`src/hdl/rainbow_cycle_pattern_generator_defines.svh`:
```
`ifndef RAINBOW_CYCLE_PATTERN_GENERATOR_DEFINES_SVH
`define RAINBOW_CYCLE_PATTERN_GENERATOR_DEFINES_SVH

// Same-cycle implication, disabled in reset
`define RCPG_ASSERT_NOW(label, clk, rst_n, ante, cons) \
    label: assert property (@(posedge clk) disable iff (!rst_n) (ante) |-> (cons)) \
        else $error("rcpg assertion failed");

// Next-cycle implication, disabled in reset
`define RCPG_ASSERT_NEXT(label, clk, rst_n, ante, cons) \
    label: assert property (@(posedge clk) disable iff (!rst_n) (ante) |=> (cons)) \
        else $error("rcpg assertion failed");

`endif

```
`src/hdl/rcpg_pkg.sv`:
```
package rcpg_pkg;

    localparam int MAX_PIXELS = 64;
    localparam int COUNT_W    = 7;
    localparam int IDX_W      = 6;
    localparam int DELAY_W    = 16;
    localparam int PHASE_W    = 11;
    localparam int POS_W      = 8;
    localparam int COL_W      = 8;
    localparam int QUO_W      = 9;
    localparam int DIV_STEPS  = 9;
    localparam int STEP_W     = 4;
    localparam int CFG_IDX_W  = 1;

    localparam logic [PHASE_W-1:0] PHASE_WRAP   = 11'd1280;
    localparam logic [COUNT_W-1:0] COUNT_RESET  = 7'd64;
    localparam logic [COUNT_W-1:0] COUNT_MAX    = 7'(MAX_PIXELS);
    localparam logic [DELAY_W-1:0] DELAY_RESET  = 16'd20;
    localparam logic [DELAY_W-1:0] ELAPSED_SAT  = 16'hFFFF;
    localparam logic [QUO_W-1:0]   WHEEL_SPAN   = 9'd256;
    localparam logic [POS_W-1:0]   SEG_ONE      = 8'd85;
    localparam logic [POS_W-1:0]   SEG_TWO      = 8'd170;
    localparam logic [COL_W-1:0]   COL_FULL     = 8'd255;

    localparam logic [CFG_IDX_W-1:0] CFG_PIXEL_COUNT = 1'b0;
    localparam logic [CFG_IDX_W-1:0] CFG_FRAME_DELAY = 1'b1;

    typedef struct packed {
        logic [POS_W-1:0]   phase;
        logic [COUNT_W-1:0] count;
    } t_frame_req;

    typedef struct packed {
        logic [COL_W-1:0] red;
        logic [COL_W-1:0] green;
        logic [COL_W-1:0] blue;
    } t_rgb;

    typedef struct packed {
        logic [IDX_W-1:0] pixel_index;
        t_rgb             colour;
        logic             last_pixel;
    } t_pixel;

    function automatic t_rgb wheel(input logic [POS_W-1:0] p);
        t_rgb             c;
        logic [POS_W-1:0] q;
        logic [COL_W-1:0] ramp;
        if (p < SEG_ONE) begin
            q = p;
        end else if (p < SEG_TWO) begin
            q = p - SEG_ONE;
        end else begin
            q = p - SEG_TWO;
        end
        ramp = q + q + q;
        if (p < SEG_ONE) begin
            c.red   = ramp;
            c.green = COL_FULL - ramp;
            c.blue  = '0;
        end else if (p < SEG_TWO) begin
            c.red   = COL_FULL - ramp;
            c.green = '0;
            c.blue  = ramp;
        end else begin
            c.red   = '0;
            c.green = ramp;
            c.blue  = COL_FULL - ramp;
        end
        return c;
    endfunction

endpackage

```
`src/hdl/rainbow_cycle_pattern_generator.sv`:
```
// Channel   Handshake        Payload
// ticks     push / full      i_tick
// pixels    empty / pop      o_pixel_index, o_red, o_green, o_blue, o_last_pixel
// config    i_cfg_we         i_cfg_idx, i_cfg_data
//
// A tick is taken every cycle while full is low; a tick ending a frame queues one frame request.
// Each frame starts in ST_IDLE, runs the serial 256/n divider in ST_DIVIDE, then emits one pixel a
// cycle in ST_EMIT while the output is not stalled; the next frame starts only after the last pixel.
// full rises only with two frames queued behind the one in progress; pop low stalls the pixels.
// Reset is synchronous active low and restores pixel_count 64 and frame_delay 20.
module rainbow_cycle_pattern_generator (
    input  logic                           i_clk,
    input  logic                           i_rst_n,
    input  logic                           i_cfg_we,
    input  logic [rcpg_pkg::CFG_IDX_W-1:0] i_cfg_idx,
    input  logic [rcpg_pkg::DELAY_W-1:0]   i_cfg_data,
    input  logic                           push,
    output logic                           full,
    input  logic                           i_tick,
    output logic                           empty,
    input  logic                           pop,
    output logic [rcpg_pkg::IDX_W-1:0]     o_pixel_index,
    output logic [rcpg_pkg::COL_W-1:0]     o_red,
    output logic [rcpg_pkg::COL_W-1:0]     o_green,
    output logic [rcpg_pkg::COL_W-1:0]     o_blue,
    output logic                           o_last_pixel
);

    logic                 accept;
    logic                 fire;
    rcpg_pkg::t_frame_req front_req;
    rcpg_pkg::t_frame_req back_req;
    logic                 req_full;
    logic                 req_empty;
    logic                 req_pop;
    rcpg_pkg::t_pixel     pixel;

    assign accept = push && !req_full;
    assign full   = req_full;

    rcpg_front u_front (
        .i_clk      (i_clk),
        .i_rst_n    (i_rst_n),
        .i_cfg_we   (i_cfg_we),
        .i_cfg_idx  (i_cfg_idx),
        .i_cfg_data (i_cfg_data),
        .i_accept   (accept),
        .i_tick     (i_tick),
        .o_fire     (fire),
        .o_req      (front_req)
    );

    rcpg_req_fifo u_req_fifo (
        .i_clk   (i_clk),
        .i_rst_n (i_rst_n),
        .i_push  (fire),
        .i_req   (front_req),
        .o_full  (req_full),
        .i_pop   (req_pop),
        .o_empty (req_empty),
        .o_req   (back_req)
    );

    rcpg_back u_back (
        .i_clk       (i_clk),
        .i_rst_n     (i_rst_n),
        .i_req_empty (req_empty),
        .i_req       (back_req),
        .o_req_pop   (req_pop),
        .i_pop       (pop),
        .o_empty     (empty),
        .o_pixel     (pixel)
    );

    assign o_pixel_index = pixel.pixel_index;
    assign o_red         = pixel.colour.red;
    assign o_green       = pixel.colour.green;
    assign o_blue        = pixel.colour.blue;
    assign o_last_pixel  = pixel.last_pixel;

endmodule

```
`src/hdl/rcpg_front.sv`:
```
module rcpg_front (
    input  logic                           i_clk,
    input  logic                           i_rst_n,
    input  logic                           i_cfg_we,
    input  logic [rcpg_pkg::CFG_IDX_W-1:0] i_cfg_idx,
    input  logic [rcpg_pkg::DELAY_W-1:0]   i_cfg_data,
    input  logic                           i_accept,
    input  logic                           i_tick,
    output logic                           o_fire,
    output rcpg_pkg::t_frame_req           o_req
);

    logic [rcpg_pkg::COUNT_W-1:0] r_pixel_count;
    logic [rcpg_pkg::DELAY_W-1:0] r_frame_delay;
    logic [rcpg_pkg::DELAY_W-1:0] r_elapsed, n_elapsed;
    logic [rcpg_pkg::PHASE_W-1:0] r_phase, n_phase;
    logic [rcpg_pkg::DELAY_W-1:0] elapsed_inc;
    logic [rcpg_pkg::PHASE_W-1:0] phase_inc;
    logic [rcpg_pkg::COUNT_W-1:0] count_clamped;
    logic                         fire;

    always_comb begin
        elapsed_inc = (r_elapsed == rcpg_pkg::ELAPSED_SAT) ? r_elapsed : r_elapsed + 16'd1;
        phase_inc   = r_phase + 11'd1;
        fire        = i_accept && i_tick && (elapsed_inc >= r_frame_delay);
        n_elapsed   = r_elapsed;
        n_phase     = r_phase;
        if (i_accept && i_tick) begin
            n_elapsed = fire ? '0 : elapsed_inc;
        end
        if (fire) begin
            n_phase = (phase_inc == rcpg_pkg::PHASE_WRAP) ? '0 : phase_inc;
        end
        if (r_pixel_count == '0) begin
            count_clamped = 7'd1;
        end else if (r_pixel_count > rcpg_pkg::COUNT_MAX) begin
            count_clamped = rcpg_pkg::COUNT_MAX;
        end else begin
            count_clamped = r_pixel_count;
        end
    end

    always_ff @(posedge i_clk) begin
        if (!i_rst_n) begin
            r_pixel_count <= rcpg_pkg::COUNT_RESET;
            r_frame_delay <= rcpg_pkg::DELAY_RESET;
            r_elapsed     <= '0;
            r_phase       <= '0;
        end else begin
            r_elapsed <= n_elapsed;
            r_phase   <= n_phase;
            if (i_cfg_we) begin
                case (i_cfg_idx)
                    rcpg_pkg::CFG_PIXEL_COUNT: begin
                        r_pixel_count <= i_cfg_data[rcpg_pkg::COUNT_W-1:0];
                    end
                    rcpg_pkg::CFG_FRAME_DELAY: r_frame_delay <= i_cfg_data;
                    default: begin
                    end
                endcase
            end
        end
    end

    assign o_fire      = fire;
    assign o_req.phase = phase_inc[rcpg_pkg::POS_W-1:0];
    assign o_req.count = count_clamped;

endmodule

```
`src/hdl/rcpg_req_fifo.sv`:
```
`include "rainbow_cycle_pattern_generator_defines.svh"

module rcpg_req_fifo (
    input  logic                 i_clk,
    input  logic                 i_rst_n,
    input  logic                 i_push,
    input  rcpg_pkg::t_frame_req i_req,
    output logic                 o_full,
    input  logic                 i_pop,
    output logic                 o_empty,
    output rcpg_pkg::t_frame_req o_req
);

    rcpg_pkg::t_frame_req r_mem [2];
    logic                 r_wr_ptr;
    logic                 r_rd_ptr;
    logic [1:0]           r_count, n_count;
    logic                 do_push;
    logic                 do_pop;

    assign do_push = i_push && (r_count != 2'd2);
    assign do_pop  = i_pop && (r_count != 2'd0);

    always_comb begin
        n_count = r_count;
        if (do_push && !do_pop) begin
            n_count = r_count + 2'd1;
        end else if (do_pop && !do_push) begin
            n_count = r_count - 2'd1;
        end
    end

    always_ff @(posedge i_clk) begin
        if (do_push) begin
            r_mem[r_wr_ptr] <= i_req;
        end
    end

    always_ff @(posedge i_clk) begin
        if (!i_rst_n) begin
            r_wr_ptr <= 1'b0;
            r_rd_ptr <= 1'b0;
            r_count  <= '0;
        end else begin
            r_count <= n_count;
            if (do_push) begin
                r_wr_ptr <= ~r_wr_ptr;
            end
            if (do_pop) begin
                r_rd_ptr <= ~r_rd_ptr;
            end
        end
    end

    assign o_full  = (r_count == 2'd2);
    assign o_empty = (r_count == 2'd0);
    assign o_req   = r_mem[r_rd_ptr];

    `RCPG_ASSERT_NOW(a_count_bound, i_clk, i_rst_n, 1'b1, r_count != 2'd3)
    `RCPG_ASSERT_NOW(a_ptr_match, i_clk, i_rst_n, o_empty || o_full, r_wr_ptr == r_rd_ptr)

endmodule

```
`src/hdl/rcpg_back.sv`:
```
`include "rainbow_cycle_pattern_generator_defines.svh"

module rcpg_back (
    input  logic                 i_clk,
    input  logic                 i_rst_n,
    input  logic                 i_req_empty,
    input  rcpg_pkg::t_frame_req i_req,
    output logic                 o_req_pop,
    input  logic                 i_pop,
    output logic                 o_empty,
    output rcpg_pkg::t_pixel     o_pixel
);

    typedef enum logic [2:0] {
        ST_IDLE   = 3'b001,
        ST_DIVIDE = 3'b010,
        ST_EMIT   = 3'b100
    } t_state;

    t_state                        r_state, n_state;
    logic [rcpg_pkg::COUNT_W-1:0]  r_n;
    logic [rcpg_pkg::POS_W-1:0]    r_phase;
    logic [rcpg_pkg::QUO_W-1:0]    r_quo;
    logic [rcpg_pkg::POS_W-1:0]    r_rem;
    logic [rcpg_pkg::STEP_W-1:0]   r_step;
    logic [rcpg_pkg::IDX_W-1:0]    r_idx;
    logic [rcpg_pkg::POS_W-1:0]    r_acc_q;
    logic [rcpg_pkg::COUNT_W-1:0]  r_acc_r;
    logic                          r_out_valid;
    rcpg_pkg::t_pixel              r_out;

    logic [rcpg_pkg::POS_W-1:0]    trial;
    logic                          trial_ge;
    logic [rcpg_pkg::COUNT_W-1:0]  rem_sum;
    logic                          rem_wrap;
    logic                          out_free;
    logic                          emit;
    logic                          is_last;
    logic [rcpg_pkg::POS_W-1:0]    pos;

    assign trial    = {r_rem[rcpg_pkg::POS_W-2:0], r_quo[rcpg_pkg::QUO_W-1]};
    assign trial_ge = (trial >= {1'b0, r_n});
    assign rem_sum  = r_acc_r + r_rem[rcpg_pkg::COUNT_W-1:0];
    assign rem_wrap = (rem_sum >= r_n);
    assign out_free = !r_out_valid || i_pop;
    assign emit     = (r_state == ST_EMIT) && out_free;
    assign is_last  = ({1'b0, r_idx} == (r_n - 7'd1));
    assign pos      = r_acc_q + r_phase;
    assign o_req_pop = (r_state == ST_IDLE) && !i_req_empty;

    always_comb begin
        n_state = r_state;
        case (r_state)
            ST_IDLE: begin
                if (!i_req_empty) begin
                    n_state = ST_DIVIDE;
                end
            end
            ST_DIVIDE: begin
                if (r_step == 4'(rcpg_pkg::DIV_STEPS - 1)) begin
                    n_state = ST_EMIT;
                end
            end
            ST_EMIT: begin
                if (emit && is_last) begin
                    n_state = ST_IDLE;
                end
            end
            default: n_state = ST_IDLE;
        endcase
    end

    always_ff @(posedge i_clk) begin
        case (r_state)
            ST_IDLE: begin
                r_n     <= i_req.count;
                r_phase <= i_req.phase;
                r_quo   <= rcpg_pkg::WHEEL_SPAN;
                r_rem   <= '0;
                r_step  <= '0;
            end
            ST_DIVIDE: begin
                r_rem   <= trial_ge ? trial - {1'b0, r_n} : trial;
                r_quo   <= {r_quo[rcpg_pkg::QUO_W-2:0], trial_ge};
                r_step  <= r_step + 4'd1;
                r_idx   <= '0;
                r_acc_q <= '0;
                r_acc_r <= '0;
            end
            ST_EMIT: begin
                if (emit) begin
                    r_idx <= r_idx + 6'd1;
                    if (rem_wrap) begin
                        r_acc_r <= rem_sum - r_n;
                        r_acc_q <= r_acc_q + r_quo[rcpg_pkg::POS_W-1:0] + 8'd1;
                    end else begin
                        r_acc_r <= rem_sum;
                        r_acc_q <= r_acc_q + r_quo[rcpg_pkg::POS_W-1:0];
                    end
                end
            end
            default: begin
            end
        endcase
        if (emit) begin
            r_out.pixel_index <= r_idx;
            r_out.colour      <= rcpg_pkg::wheel(pos);
            r_out.last_pixel  <= is_last;
        end
    end

    always_ff @(posedge i_clk) begin
        if (!i_rst_n) begin
            r_state     <= ST_IDLE;
            r_out_valid <= 1'b0;
        end else begin
            r_state <= n_state;
            if (emit) begin
                r_out_valid <= 1'b1;
            end else if (i_pop) begin
                r_out_valid <= 1'b0;
            end
        end
    end

    assign o_empty = !r_out_valid;
    assign o_pixel = r_out;

    `RCPG_ASSERT_NOW(a_idx_in_frame, i_clk, i_rst_n, r_state == ST_EMIT, {1'b0, r_idx} < r_n)
    `RCPG_ASSERT_NOW(a_acc_below_n, i_clk, i_rst_n, r_state == ST_EMIT, r_acc_r < r_n)
    `RCPG_ASSERT_NOW(a_rem_below_n, i_clk, i_rst_n, r_state == ST_EMIT, r_rem < {1'b0, r_n})
    `RCPG_ASSERT_NEXT(a_last_ends_frame, i_clk, i_rst_n, emit && is_last, r_out.last_pixel)

endmodule
```
`config.mk`:
```
export PLATFORM = sky130hd
export DESIGN_NAME = rainbow_cycle_pattern_generator
export DESIGN_NICKNAME = d
export VERILOG_FILES = /design/src/hdl/rcpg_pkg.sv /design/src/hdl/rainbow_cycle_pattern_generator.sv /design/src/hdl/rcpg_front.sv /design/src/hdl/rcpg_req_fifo.sv /design/src/hdl/rcpg_back.sv
export VERILOG_INCLUDE_DIRS = /design/src /design/src/hdl
export SDC_FILE = /design/constraint.sdc
export NUM_CORES = 1
export LEC_CHECK = 0
export BUFFER_PORTS_ARGS = -buffer_cell sky130_fd_sc_hd__buf_2
export CORE_UTILIZATION = 56
export CTS_CLUSTER_DIAMETER = 60
export DETAILED_ROUTE_END_ITERATION = 12
export PLACE_DENSITY = 0.77
export SYNTH_ARGS = -nofsm -noshare
export SYNTH_HDL_FRONTEND = slang
export SYNTH_HIERARCHICAL = 1
export SYNTH_SLANG_ARGS = --single-unit
```
`constraint.sdc`:
```
create_clock -name i_clk -period 4.25 [get_ports i_clk]
set_input_delay 0.2125 -clock i_clk [delete_from_list [all_inputs] [get_ports i_clk]]
set_output_delay 0.2125 -clock i_clk [all_outputs]
set_load 0.01 [all_outputs]
```
==> impl_results.md <==
- Status: finished, violations left
- Failing checks: setup timing
- DRT iter0 DRCs: ~360
- EDFF count, synth: around 120
- WP data required: between 4 and 5 ns
- Buf/Inv on CP: 1
- GRT Util Overall: a little under a quarter
- Cell Pwr Density: 312.7 mW/mm²
- Initial Util: 57.06%
- Crit path max fanout: 5
- Drt via density: 5.721
- Final wirelength: approximately 21000 µm
- Critical path endpoint category: flip-flop
- Vias after detailed routing: ~7.5k
- Met3 usage: roughly 4.7%
- H-Tree Depth: 4
- CTS Buf Count: 17
- Nets: ~1.2k
- Pre-Repair DR Iteration Count: 5
- Routing usage on met2: between 40 and 50%
- Synthesized instance count: just under 1k
- I/O Buffers: between 50 and 60
- Min-delay worst type: in -> reg
- Max incr delay on CP: 0.46 ns
- Hold WS: approximately 0.0064 ns
- Die height: between 100 and 150 µm
- Synth Warn #: 6
- Place WS: -0.08082 ns
- Crit path max-delay cell type: edfxtp_1
- Slew headroom: under 10%
- CTS max path bufs: 2
- Post-route clock skew: between 0.01 and 0.015 ns
- RSZ-0062 raised after global routing: true
- Largest cells by area after synthesis: edfxtp_1 (34%), dfxtp_1 (12%), ha_1 (8.3%), xnor2_1 (3.4%), nand2_1 (3.4%)
- Die width: between 100 and 150 µm
- Average size of a mapped cell: around 10 µm²
- Drt drc: 0
- Post-synthesis cell area: roughly 0.010 mm²
- Net Count, Synth: about 1.1k
- CTS tree: done
- Met1 global-route usage: ~28%
- Final HPWL DP: 14550 µm
- Ys flop type: edfxtp_1
- Peak VDD IR: 0.3285 mV
- Static Leakage: about 4.8 nW
- Diode count: 0
- Number of global-route vias before repair: roughly 6.9k
- Worst endpoint data arrival time: approximately 4.5 ns
- Gr busiest metal: met2
- Setup_tns: -0.01510 ns
- Clock Latency Late Sink: ~0.44 ns
- Initial antenna violation count: 0
- Area Overhead vs Synth: 15.20%
- Remaining antenna violation count: 0
- Async set-reset flop share out of synthesis: 0%
- Hold Vio Cnt, Final: 0
- Setup WS post-layout: -0.01510 ns
- Ratio of cells with drive above 1 in the final layout: just over 20%
- Drt wl/cell: ~16 µm
- Pins over their slew limit: 0
- CP delay by family, top: compound AO/OA/AOI/OAI gates
- Max-cap violations: 0
- Clock Sinks: ~180
- Sequential fraction of the synthesis area: 45.80%
- Site Rows: 49
- Crit path kind: reg -> reg
- Post-route core utilization: 65.73%
- Root Driver: clkbuf_16
- Worst Setup Start Kind: flip-flop
- Clock transition at path regs: about 0.07 ns
- Total gr overflow: 0
- Crit path cell chain: ha_4, fa_2, a211oi_2, o21bai_1, a21oi_2, xor2_2, o21a_2, buf_6, a311oi_2, xor2_1, ha_4, a21o_1, a21oi_2, o31ai_4, xnor2_2, mux2i_1
- Min Tclk post-route: ~4.3 ns
- Fin crit share: 100.4%
- Fillers: 1373
- Final setup violation count: 1
- Die area: roughly 0.019 mm²
- # IOs: 56
- Synth unique cells: 85
- Largest net degree at the start of global routing: 36
- First-pass GRT wire length: around 33000 µm
- Synth top area share: approximately 34%
- Fmax achieved: approximately 230 MHz
- Seq cells post-synth: 176
- Slew @ Worst Pin: 1.322 ns
- Core ar.: ~0.018 mm²
- Yosys top cell by area: edfxtp_1
- RePlAce Congestion: approximately 0.87
==> tightest hold or removal path: stages <==
cell and delay [ns]:
buf_2 0.09, nand2_1 0.04, a21oi_1 0.05
==> layer usage <==
layer  vias to the layer above  wire (µm)  share of wire, %
li1                       3681          -                 -
met1                      3541       9015                43
met2                       198      10590                51
met3                        35        969               4.6
met4                         0        393               1.9
met5                         -          0                 0
==> cell type report <==
cell class	instances	area, µm²	share of cell area [%]
Clock buffer	18	439.2	3.719
Clock inverter	14	171.4	1.452
Inverter	57	214.0	1.812
Multi-Input combinational cell	713	5411	45.83
Sequential cell	176	4695	39.76
Tap cell	229	286.5	2.427
Timing Repair Buffer	96	590.6	5.002
==> report_power, final <==
part           total, W  switching [W]  leakage, nW  internal [W]
clock network   0.00162       0.000715        0.289      0.000901
registers       0.00183      0.0000111         1.64       0.00182
logic          0.000242       0.000135         2.85      0.000106
total           0.00369       0.000861         4.78       0.00283
==> synth_stat cells, types with 4 or more instances <==
cell and count:
and2_1 14, or3_1 4, o211ai_1 5, clkbuf_1 21, nand3b_1 5, xor2_1 33
nand2b_1 14, dfxtp_1 59, nor3_1 11, a211oi_1 7, mux2i_1 30, nor2b_1 12
mux2_2 17, nor3b_1 4, nand3_1 20, fa_1 6, a21oi_1 63, nand2_1 93
o21ai_0 25, a22o_1 4, o21a_1 6, nand4_1 14, o21bai_1 6, edfxtp_1 117
a21o_1 20, buf_2 5, o22ai_1 4, and3_1 12, and4_1 4, nor4_1 5
inv_1 55, ha_1 68, o21ai_1 4, o221ai_1 4, xnor2_1 40, nor2_1 90
==> state kept, by name (all words and copies together), names as in the netlist, 2 cells and up, named ones only <==
register,cells
u_back/r_acc_q,8
u_back/r_state,3
u_back/r_n,7
u_back/r_phase,8
u_back/r_rem,7
u_back/r_acc_r,7
u_front/r_frame_delay,16
u_back/r_step,4
u_req_fifo/r_mem,30
u_front/r_phase,11
u_front/r_elapsed,16
u_req_fifo/r_count,2
u_back/r_idx,6
u_back/r_quo,9
u_back/o_pixel,31
u_front/r_pixel_count,7
==> placed cells by master, fill, tap and decap left out, types with 10 or more instances in the layout <==
cell type	n
a21o_1	20
a21oi_1	60
and2_1	14
and3_1	12
buf_2	55
buf_4	39
clkbuf_16	17
dfxtp_1	59
edfxtp_1	117
ha_1	64
inv_1	55
mux2_2	17
mux2i_1	30
nand2_1	93
nand2b_1	14
nand3_1	19
nand4_1	14
nor2_1	87
nor2b_1	12
nor3_1	10
o21ai_0	23
xnor2_1	38
xor2_1	28
==> final timing paths <==
check                      startpoint                   endpoint  slack [ns]  cells past startpoint
max reg2reg         u_back/r_acc_q[0]         u_back/o_pixel[24]       -0.02                     16
min                    i_cfg_data[14]  u_front/r_frame_delay[14]       0.006                      3
max                 u_back/r_acc_q[0]         u_back/o_pixel[24]       -0.02                     16
min reg2reg  u_front/r_frame_delay[9]   u_front/r_frame_delay[9]        0.45                      2
==> metrics by stage <==
stage / power, W / instances / instance area [µm²]
after global placement: 0.002090 / 1260 / 10940
after detailed placement: 0.002095 / 1260 / 10940
final: 0.003692 / 1303 / 11810
after floorplan: 0.002036 / 979 / 10290
after global routing: 0.003804 / 1303 / 11810
after CTS: 0.003694 / 1293 / 11600
==> timing repair <==
item                       in CTS  in global routing
hold buffers                    0                  0
resized for setup              10                 26
setup buffers                   1                 10
pin swaps                       4                 17
setup endpoints to repair       9                 16
==> logic make-up after synthesis <==
family          synth area share, %
xor+xnor                      7.300
mux                           4.797
fa+ha+maj                     9.473
buf+inv                       3.552
simple gates                  15.47
flops                         45.80
compound gates                13.61
Power figures use the tool's default switching activity.
